### config.mk
export PLATFORM = sky130hd
export DESIGN_NAME = tcm_ram
export DESIGN_NICKNAME = d
export VERILOG_FILES = /design/src/hw/rtl/tcm_ram.sv
export SDC_FILE = /design/constraint.sdc
export NUM_CORES = 1
export LEC_CHECK = 0
export ABC_AREA = 1
export BUFFER_PORTS_ARGS = -buffer_cell sky130_fd_sc_hd__buf_2
export CORE_MARGIN = 2
export CORE_UTILIZATION = 65
export DETAILED_ROUTE_END_ITERATION = 10
export PLACE_DENSITY = 0.84
export SYNTH_ARGS = -nofsm -noshare
export SYNTH_HDL_FRONTEND = slang
export SYNTH_SLANG_ARGS = --single-unit
### constraint.sdc
create_clock -name i_clk -period 1.88 [get_ports i_clk]
set_input_delay 0.094 -clock i_clk [delete_from_list [all_inputs] [get_ports i_clk]]
set_output_delay 0.094 -clock i_clk [all_outputs]
set_load 0.02 [all_outputs]
### src/hw/rtl/tcm_ram.sv
// Generic simple dual-port RAM with one write port and a registered read port.
`default_nettype none

module tcm_ram #(
    parameter int WIDTH = 8,
    parameter int DEPTH = 16
) (
    input  wire logic                     i_clk,
    input  wire logic                     i_we,
    input  wire logic [$clog2(DEPTH)-1:0] i_waddr,
    input  wire logic [WIDTH-1:0]         i_wdata,
    input  wire logic [$clog2(DEPTH)-1:0] i_raddr,
    output logic      [WIDTH-1:0]         o_rdata
);

    logic [WIDTH-1:0] r_mem [DEPTH];
    logic [WIDTH-1:0] r_rdata;

    // Write port.
    always_ff @(posedge i_clk) begin
        if (i_we) begin
            r_mem[i_waddr] <= i_wdata;
        end
    end

    // Registered read port.
    always_ff @(posedge i_clk) begin
        r_rdata <= r_mem[i_raddr];
    end

    assign o_rdata = r_rdata;

endmodule

`default_nettype wire

==> results.sh, run 1 <==
export IMPL_status="complete, no violations"
export IMPL_cp_cell_sequence="buf_2"
export IMPL_gr_usage_met1=0.3915
export IMPL_initial_core_util=0.6645
export IMPL_crit_fanout=1
export IMPL_dr_first_iter_drc_count=641
export IMPL_cpPeakStageDelay_ps=370
export IMPL_cp_arrival_ps=1070
export IMPL_path_class="reg2out"
export IMPL_ant_nets=0
export IMPL_hold_depth=1
export IMPL_cts_inserted_buffers=17
export IMPL_cts_root_buf="clkbuf_8"
export IMPL_r2r_end="o_rdata[0]"
export IMPL_dpl_hpwl_um=7637
export IMPL_core_area_sq_um=8678
export IMPL_reg2regPathDepth=6
export IMPL_synthCells=551
export IMPL_worst_slack_ps=713.2
export IMPL_fin_tns_setup_ps=0
export IMPL_final_common_cell="nand2_1"
export IMPL_syn_area_sq_um=5767
export IMPL_die_h_um=98.19
export IMPL_finalHoldViolCount=0
export IMPL_htree_num_levels=4
export IMPL_maxSlewHeadroom=0.4165
export IMPL_fin_area_sq_um=6594
export IMPL_die_area_sq_um=9641
export IMPL_portBuffers=25
export IMPL_peakVddDrop_uv=1006
export IMPL_finalSetupViolCount=0
export IMPL_worstSetupStartpointType="flip-flop"
export IMPL_grt_pass1_wl_um=21840
export IMPL_drt_total_wl_um=13730
export IMPL_path_clk_slew_ps=60
export IMPL_synth_avg_cell_area_sq_um=10.47
export IMPL_dp_slack_ps=432.6
export IMPL_ys_ff_latch=136
export IMPL_synth_nets=569
export IMPL_endpoint_kind="output pin"
export IMPL_tritoncts="yes"
export IMPL_dr_total_vias=4097
export IMPL_crit_reg2reg_launch="r_mem[0][0]"
export IMPL_fmax_ghz=0.8570
export IMPL_grt_ovfl_total=0
export IMPL_required_ps=1790
export IMPL_clock_skew_ps=7.183
export IMPL_diodes=0
export IMPL_dp_cells=671
export IMPL_rsz0062_at_grt="no"
export IMPL_synth_cell_types=12
export IMPL_leakage_nw=2.880
export IMPL_grt_util_all_layers=0.3059
export IMPL_cp_top_family="flip-flops"
export IMPL_cts_resized=0
export IMPL_yosys_warnings=0
export IMPL_hold_path_class="in2reg"
export IMPL_worstHoldStart="i_wdata[4]"
export IMPL_report_final_slew_viol_count=0
export IMPL_final_cell_mix="nand2_1 (173), edfxtp_1 (128), inv_1 (100)"
export IMPL_layout_cells_non_filler=710
export IMPL_cp_slowest_cell="dfxtp_1"
export IMPL_met2_usage=0.4984
export IMPL_drc=0
export IMPL_grt_pass1_vias=4151
export IMPL_timing_hold_ws_ps=10.52
export IMPL_cts_setup_buffers=0
export IMPL_grt_busiest_layer="met2"
export IMPL_gp_congestion=0.8817
export IMPL_nNetsFinal=607
export IMPL_min_to="r_mem[3][4]"
export IMPL_area_growth_pct=14.34
export IMPL_cap_violations=0
export IMPL_power_density_nw_per_um2=1080
export IMPL_firstDrtPassIters=6
export IMPL_post_route_min_period_ps=1167
export IMPL_tightest_slew_ps=872.1
export IMPL_fin_crit_sh=0.6207
export IMPL_path_buf_inv=1
export IMPL_cts_hold_buf=6
export IMPL_reg2reg_slack_ps=820
export IMPL_viasPerCell=5.770
export IMPL_layout_drive_gt1_share=0.1080
export IMPL_clockBufferDepth=2
export IMPL_clock_sinks=136
export IMPL_placed_area_sq_um=5943
export IMPL_core_rowCount=34
export IMPL_wl_per_cell_um=19.33
export IMPL_io_pins=26
export IMPL_die_x_um=98.19
export IMPL_grt_max_degree=50
export IMPL_worstSkewPairLatency_ps=520
export IMPL_seq_area_frac_synth=0.6943
export IMPL_fillers=512
export IMPL_grtUsageMet3=0.07301
export IMPL_antenna_found_initial=0
==> state kept, by name, indices dropped and copies added (netlist names) <==
signal	cells
r_mem	128
o_rdata	8
==> synth_stat cells <==
| cell type | instances | area, sq um |
|---|---|---|
| nand3b_1 | 2 | 15.01 |
| inv_1 | 100 | 375.4 |
| buf_2 | 13 | 65.06 |
| nor2_1 | 17 | 63.81 |
| dfxtp_1 | 8 | 160.2 |
| nand3_1 | 97 | 485.5 |
| edfxtp_1 | 128 | 3844 |
| buf_1 | 1 | 3.750 |
| nand2_1 | 173 | 649.4 |
| buf_6 | 6 | 67.56 |
| inv_2 | 2 | 7.510 |
| buf_4 | 4 | 30.03 |
==> how the worst max path moves through the flow <==
stage	endpoint	slack [ps]	cells after the start	from
after floorplan	r_mem[10][0]	840	2	i_waddr[2]
after global placement	r_mem[11][6]	510	3	i_waddr[2]
after detailed placement	r_mem[1][4]	430	4	i_waddr[2]
after CTS	o_rdata[2]	700	1	o_rdata[2]
after global routing	o_rdata[2]	700	1	o_rdata[2]
final	o_rdata[2]	710	1	o_rdata[2]
==> area by class of cell <==
class | instances | area (sq um) | area share
Tap cell | 108 | 135.1 | 0.02049
Clock buffer | 23 | 456.7 | 0.06926
Timing Repair Buffer | 43 | 277.8 | 0.04213
Inverter | 102 | 382.9 | 0.05806
Sequential cell | 136 | 4004 | 0.6072
Multi-Input combinational cell | 289 | 1214 | 0.1841
Clock inverter | 9 | 123.9 | 0.01879
==> through the flow <==
step                power (mW)  utilization
floorplan                3.733            -
global placement         3.870       0.6848
detailed placement       3.889       0.6848
CTS                      7.109       0.7587
global route             7.298       0.7598
finish                   7.121       0.7598
==> logic make-up (layout without fill, tap and decap cells) <==
kind of cell | after synthesis | count (layout) | share of synthesized area
DFF | 136 | 136 | 0.6943
and+or+nand+nor | 289 | 289 | 0.2105
buffers and inverters | 126 | 177 | 0.09525
==> layer usage <==
layer / vias up / wire [um]
met4: 0 / 679
met2: 281 / 6717
met1: 1902 / 4961
met5: - / 0
li1: 1846 / -
met3: 68 / 1368
==> power breakdown <==
part           internal, mW  leakage, nW  switching (mW)
registers              3.39         1.22          0.0244
clock network          2.08        0.279            1.18
logic                 0.123         1.38           0.322
(Power assumes the default switching activity.)
==> inputs of run 2 (changes only) <==
- CORE_UTILIZATION: 65 -> 55
- PLACE_DENSITY: 0.84 -> 0.75
- clock period: 1.88 -> 1 ns (I/O delays scaled with it)
==> run 2 against run 1 <==
Compared with the run above: the run now ends with setup timing left; clock power grew 84%; power is 89% higher; sequential cell count stayed put; clock skew down 1.2 ps; cell count rose by 6.5%.
==> results.sh, run 2 (synthesis gave the netlist of run 1 again) <==
export IMPL_path_clk_slew_ps=60
export IMPL_maxSlewHeadroom=0.7380
export IMPL_placed_area_sq_um=6168
export IMPL_final_common_cell="nand2_1"
export IMPL_final_cell_mix="nand2_1 (169), edfxtp_1 (128), inv_1 (99)"
export IMPL_clock_skew_ps=5.947
export IMPL_grt_util_all_layers=0.2436
export IMPL_rsz0062_at_grt="yes"
export IMPL_crit_fanout=1
export IMPL_firstDrtPassIters=5
export IMPL_portBuffers=25
export IMPL_ant_nets=0
export IMPL_tritoncts="yes"
export IMPL_die_h_um=106.4
export IMPL_diodes=0
export IMPL_finalSetupViolCount=5
export IMPL_tightest_slew_ps=392.5
export IMPL_power_density_nw_per_um2=1904
export IMPL_nNetsFinal=626
export IMPL_fmax_ghz=0.9575
export IMPL_clockBufferDepth=2
export IMPL_leakage_nw=3.078
export IMPL_hold_depth=6
export IMPL_worst_slack_ps=-44.39
export IMPL_cts_root_buf="clkbuf_8"
export IMPL_initial_core_util=0.5637
export IMPL_worstSkewPairLatency_ps=520
export IMPL_crit_reg2reg_launch="r_mem[13][0]"
export IMPL_dr_first_iter_drc_count=287
export IMPL_fin_util=0.6897
export IMPL_regMostFlops="r_mem"
export IMPL_cp_cell_sequence="buf_6"
export IMPL_core_rowCount=37
export IMPL_worstSetupStartpointType="flip-flop"
export IMPL_antenna_found_initial=0
export IMPL_largest_reg_flops=128
export IMPL_wl_per_cell_um=17.52
export IMPL_fin_crit_sh=1.044
export IMPL_reg2reg_slack_ps=0
export IMPL_viasPerCell=5.291
export IMPL_io_pins=26
export IMPL_min_to="o_rdata[7]"
export IMPL_grt_pass1_wl_um=20160
export IMPL_violations="setup timing"
export IMPL_required_ps=950
export IMPL_area_growth_pct=22.37
export IMPL_cpPeakStageDelay_ps=360
export IMPL_path_class="reg2out"
export IMPL_dr_total_vias=4000
export IMPL_hold_path_class="in2reg"
export IMPL_worstHoldStart="i_raddr[2]"
export IMPL_path_buf_inv=1
export IMPL_finalHoldViolCount=0
export IMPL_cap_violations=0
export IMPL_gp_congestion=0.9239
export IMPL_drt_total_wl_um=13240
export IMPL_cp_slowest_cell="dfxtp_2"
export IMPL_htree_num_levels=4
export IMPL_r2r_end="o_rdata[0]"
export IMPL_post_route_min_period_ps=1044
export IMPL_drc=0
export IMPL_core_area_sq_um=10230
export IMPL_status="complete, but fails checks"
export IMPL_cts_inserted_buffers=17
export IMPL_dpl_hpwl_um=8116
export IMPL_die_x_um=106.4
export IMPL_peakVddDrop_uv=1213
export IMPL_die_area_sq_um=11320
export IMPL_cp_top_family="flip-flops"
export IMPL_layout_drive_gt1_share=0.2065
export IMPL_dp_slack_ps=-95.86
export IMPL_grt_max_degree=33
export IMPL_clock_sinks=136
export IMPL_fin_area_sq_um=7057
export IMPL_cp_arrival_ps=990
export IMPL_grt_pass1_vias=3978
export IMPL_report_final_slew_viol_count=0
export IMPL_grt_ovfl_total=0
export IMPL_endpoint_kind="output pin"
export IMPL_cts_setup_buffers=0
export IMPL_reg2regPathDepth=6
run 2: where the power goes:
part           leakage, nW  switching [mW]  internal, mW
combinational         1.58           0.648         0.356
sequential            1.22          0.0489          6.38
clock                0.278            2.23          3.76
total                 3.08            2.93          10.5
run 2: worst max path at each step:
stage	from	to	slack (ps)	depth (start not counted)
2_1_floorplan	i_waddr[3]	r_mem[4][0]	-0.8	2
3_3_place_gp	i_raddr[0]	o_rdata[6]	-50	8
3_5_place_dp	i_raddr[0]	o_rdata[2]	-100	8
4_1_cts	o_rdata[2]	o_rdata[2]	-50	1
5_1_grt	o_rdata[2]	o_rdata[2]	-60	1
6_report	o_rdata[2]	o_rdata[2]	-40	1
run 2: cell type report:
type / instances / area, sq um
Sequential cell: 136 / 4014
Fill cell: 711 / 3174
Multi-Input combinational cell: 289 / 1379
Timing Repair Buffer: 62 / 538.0
Clock buffer: 18 / 417.9
Inverter: 102 / 382.9
Tap cell: 136 / 170.2
Clock inverter: 13 / 155.1
run 2: per-layer routing:
metal,wire [um],global-route usage,vias up
met1,5363,0.3116,1897
met2,6614,0.4029,183
met3,894,0.04966,35
met5,0,0,-
li1,-,-,1885
met4,370,0.1100,0
run 2: what timing repair did:
item	4_1_cts	5_1_grt
gates resized for setup	27	33
setup endpoints to repair	10	16
endpoints found under the hold margin	136	0
pin swaps	0	11
gates cloned	0	0
hold buffers	9	0
run 2: metrics by stage:
stage	cells	total power [mW]	hold slack, ps	TNS [ps]
6_report	756	13.43	79.72	-80.89
3_5_place_dp	716	7.385	414.7	-2632
2_1_floorplan	551	7.018	148.9	-54.05
5_1_grt	756	13.80	123.4	-454.4
4_1_cts	756	13.41	72.26	-187.4
3_3_place_gp	716	7.359	414.7	-1425
==> inputs of run 3 (changes only) <==
- REMOVE_ABC_BUFFERS: default -> 1
==> run 3 against run 2 <==
Compared with the run above: the flow still finishes with violations (setup timing); combinational power grew 4%; cell area grew 2.0%; sequential share of layout area shrank 1.1 points; die area is the same; critical path type unchanged; critical path depth is the same; maximum frequency grew 2.5%; critical endpoint is now o_rdata[3]; clock power grew 8.3%.
==> results.sh, run 3 (synthesis gave the netlist of run 1 again) <==
export IMPL_cp_cell_sequence="buf_6"
export IMPL_peakVddDrop_uv=1136
export IMPL_maxSlewHeadroom=0.7221
export IMPL_finalHoldViolCount=0
export IMPL_grt_util_all_layers=0.2546
export IMPL_rsz0062_at_grt="yes"
export IMPL_fin_util=0.7036
export IMPL_wl_met2_um=6702
export IMPL_antenna_found_initial=0
export IMPL_top_layer="met4"
export IMPL_finalSetupViolCount=8
export IMPL_required_ps=950
export IMPL_fmax_ghz=0.9815
export IMPL_cpPeakStageDelay_ps=320
export IMPL_area_growth_pct=24.82
export IMPL_power_density_nw_per_um2=1939
export IMPL_dpl_hpwl_um=8226
export IMPL_tightest_slew_ps=416.4
export IMPL_dr_wl_met3_um=1088
export IMPL_dr_first_iter_drc_count=370
export IMPL_cp_top_family="flip-flops"
export IMPL_htree_num_levels=4
export IMPL_endpoint_kind="output pin"
export IMPL_post_route_min_period_ps=1019
export IMPL_path_buf_inv=1
export IMPL_firstDrtPassIters=5
export IMPL_initial_core_util=0.5637
export IMPL_power_mw=13.96
export IMPL_reg2regPathDepth=6
export IMPL_leakage_nw=3.148
export IMPL_clock_sinks=136
export IMPL_worstSetupStartpointType="flip-flop"
export IMPL_multi_input_area_sq_um=1359
export IMPL_drc=0
export IMPL_cts_root_buf="clkbuf_8"
export IMPL_grt_max_degree=35
export IMPL_tritoncts="yes"
export IMPL_dp_slack_ps=-108.6
export IMPL_layout_drive_gt1_share=0.2146
export IMPL_status="complete, but fails checks"
export IMPL_violations="setup timing"
export IMPL_die_x_um=106.4
export IMPL_wl_per_cell_um=17.38
export IMPL_die_area_sq_um=11320
export IMPL_cp_num_cells=1
export IMPL_portBuffers=25
export IMPL_dr_total_vias=4063
export IMPL_core_rowCount=37
export IMPL_clockBufferDepth=2
export IMPL_largest_reg_flops=128
export IMPL_core_area_sq_um=10230
export IMPL_path_clk_slew_ps=60
export IMPL_seq_area_sq_um=4014
export IMPL_path_class="reg2out"
export IMPL_grt_pass1_wl_um=21090
export IMPL_grt_pass1_vias=4128
export IMPL_report_final_slew_viol_count=0
export IMPL_final_common_cell="nand2_1"
export IMPL_wl_met1_um=5080
export IMPL_io_pins=26
export IMPL_cap_violations=0
export IMPL_hold_depth=6
export IMPL_worst_slack_ps=-18.89
export IMPL_grt_ovfl_total=0
export IMPL_cts_inserted_buffers=17
export IMPL_clock_skew_ps=12.60
export IMPL_gp_congestion=0.8526
export IMPL_final_cell_mix="nand2_1 (167), edfxtp_1 (128), inv_1 (100)"
export IMPL_viasPerCell=5.311
export IMPL_hold_path_class="in2reg"
export IMPL_diodes=0
export IMPL_timing_hold_ws_ps=55.15
export IMPL_fin_crit_sh=1.019
export IMPL_fin_tns_setup_ps=-93.74
export IMPL_fillers=681
export IMPL_cp_slowest_cell="dfxtp_2"
export IMPL_ant_nets=0
export IMPL_regMostFlops="r_mem"
export IMPL_die_h_um=106.4
export IMPL_worstSkewPairLatency_ps=530
export IMPL_crit_fanout=1
export IMPL_nNetsFinal=634
export IMPL_cp_arrival_ps=970
export IMPL_drt_total_wl_um=13290
-- run 3: cell count changes in the layout (fill, tap and decap cells not counted), moves of 2 or more --
| cell | previous run | this run |
|---|---|---|
| buf_12 | 5 | 9 |
| nand3_1 | 66 | 71 |
| clkinv_2 | 4 | 2 |
| nand3_2 | 31 | 26 |
| nand2_2 | 4 | 6 |
| buf_4 | 23 | 27 |
| nand2_1 | 169 | 167 |
-- run 3: final timing paths --
check                                  start         end  slack, ps
worst max-delay path              o_rdata[3]  o_rdata[3]        -20
worst min-delay path              i_raddr[2]  o_rdata[4]         60
worst max register to register  r_mem[10][6]  o_rdata[6]         30
worst min register to register  r_mem[12][5]  o_rdata[5]        670
-- run 3: final cells by class --
| class | count | share of cell area |
|---|---|---|
| Clock buffer | 18 | 0.05945 |
| Tap cell | 136 | 0.02364 |
| Inverter | 102 | 0.05319 |
| Sequential cell | 136 | 0.5576 |
| Clock inverter | 14 | 0.02729 |
| Timing Repair Buffer | 70 | 0.09004 |
| Multi-Input combinational cell | 289 | 0.1888 |
-- run 3: worst reg2reg max path, cell delays in order (launching register included) --
cell      delay, ps
edfxtp_1        370
nand2_1          80
nand2_1          50
nand2_1          70
nand3_2         120
nand3_2         110
nand2_2          60
-- run 3: where the power goes --
group          switching [mW]  internal, mW  leakage (nW)
clock                    2.37          4.13         0.298
sequential             0.0428          6.38          1.22
combinational           0.645         0.391          1.63
total                    3.06          10.9          3.15
-- run 3: routing by layer --
metal / global-route usage / vias up
li1: - / 1906
met1: 0.3062 / 1930
met2: 0.4299 / 199
met3: 0.06928 / 28
met4: 0.1137 / 0
met5: 0 / -
-- run 3: repair_timing --
item,in CTS,in global routing
pin swaps,0,11
gates resized for setup,26,30
buffers inserted,0,0
endpoints found under the hold margin,136,0
hold buffers,9,0
endpoints found under the setup margin,10,16
-- run 3: metrics by stage --
step	instance area [sq um]	cells
final	7198	765
after global placement	6279	724
after detailed placement	6279	724
after global routing	7198	765
after floorplan	5600	527
after CTS	7063	765
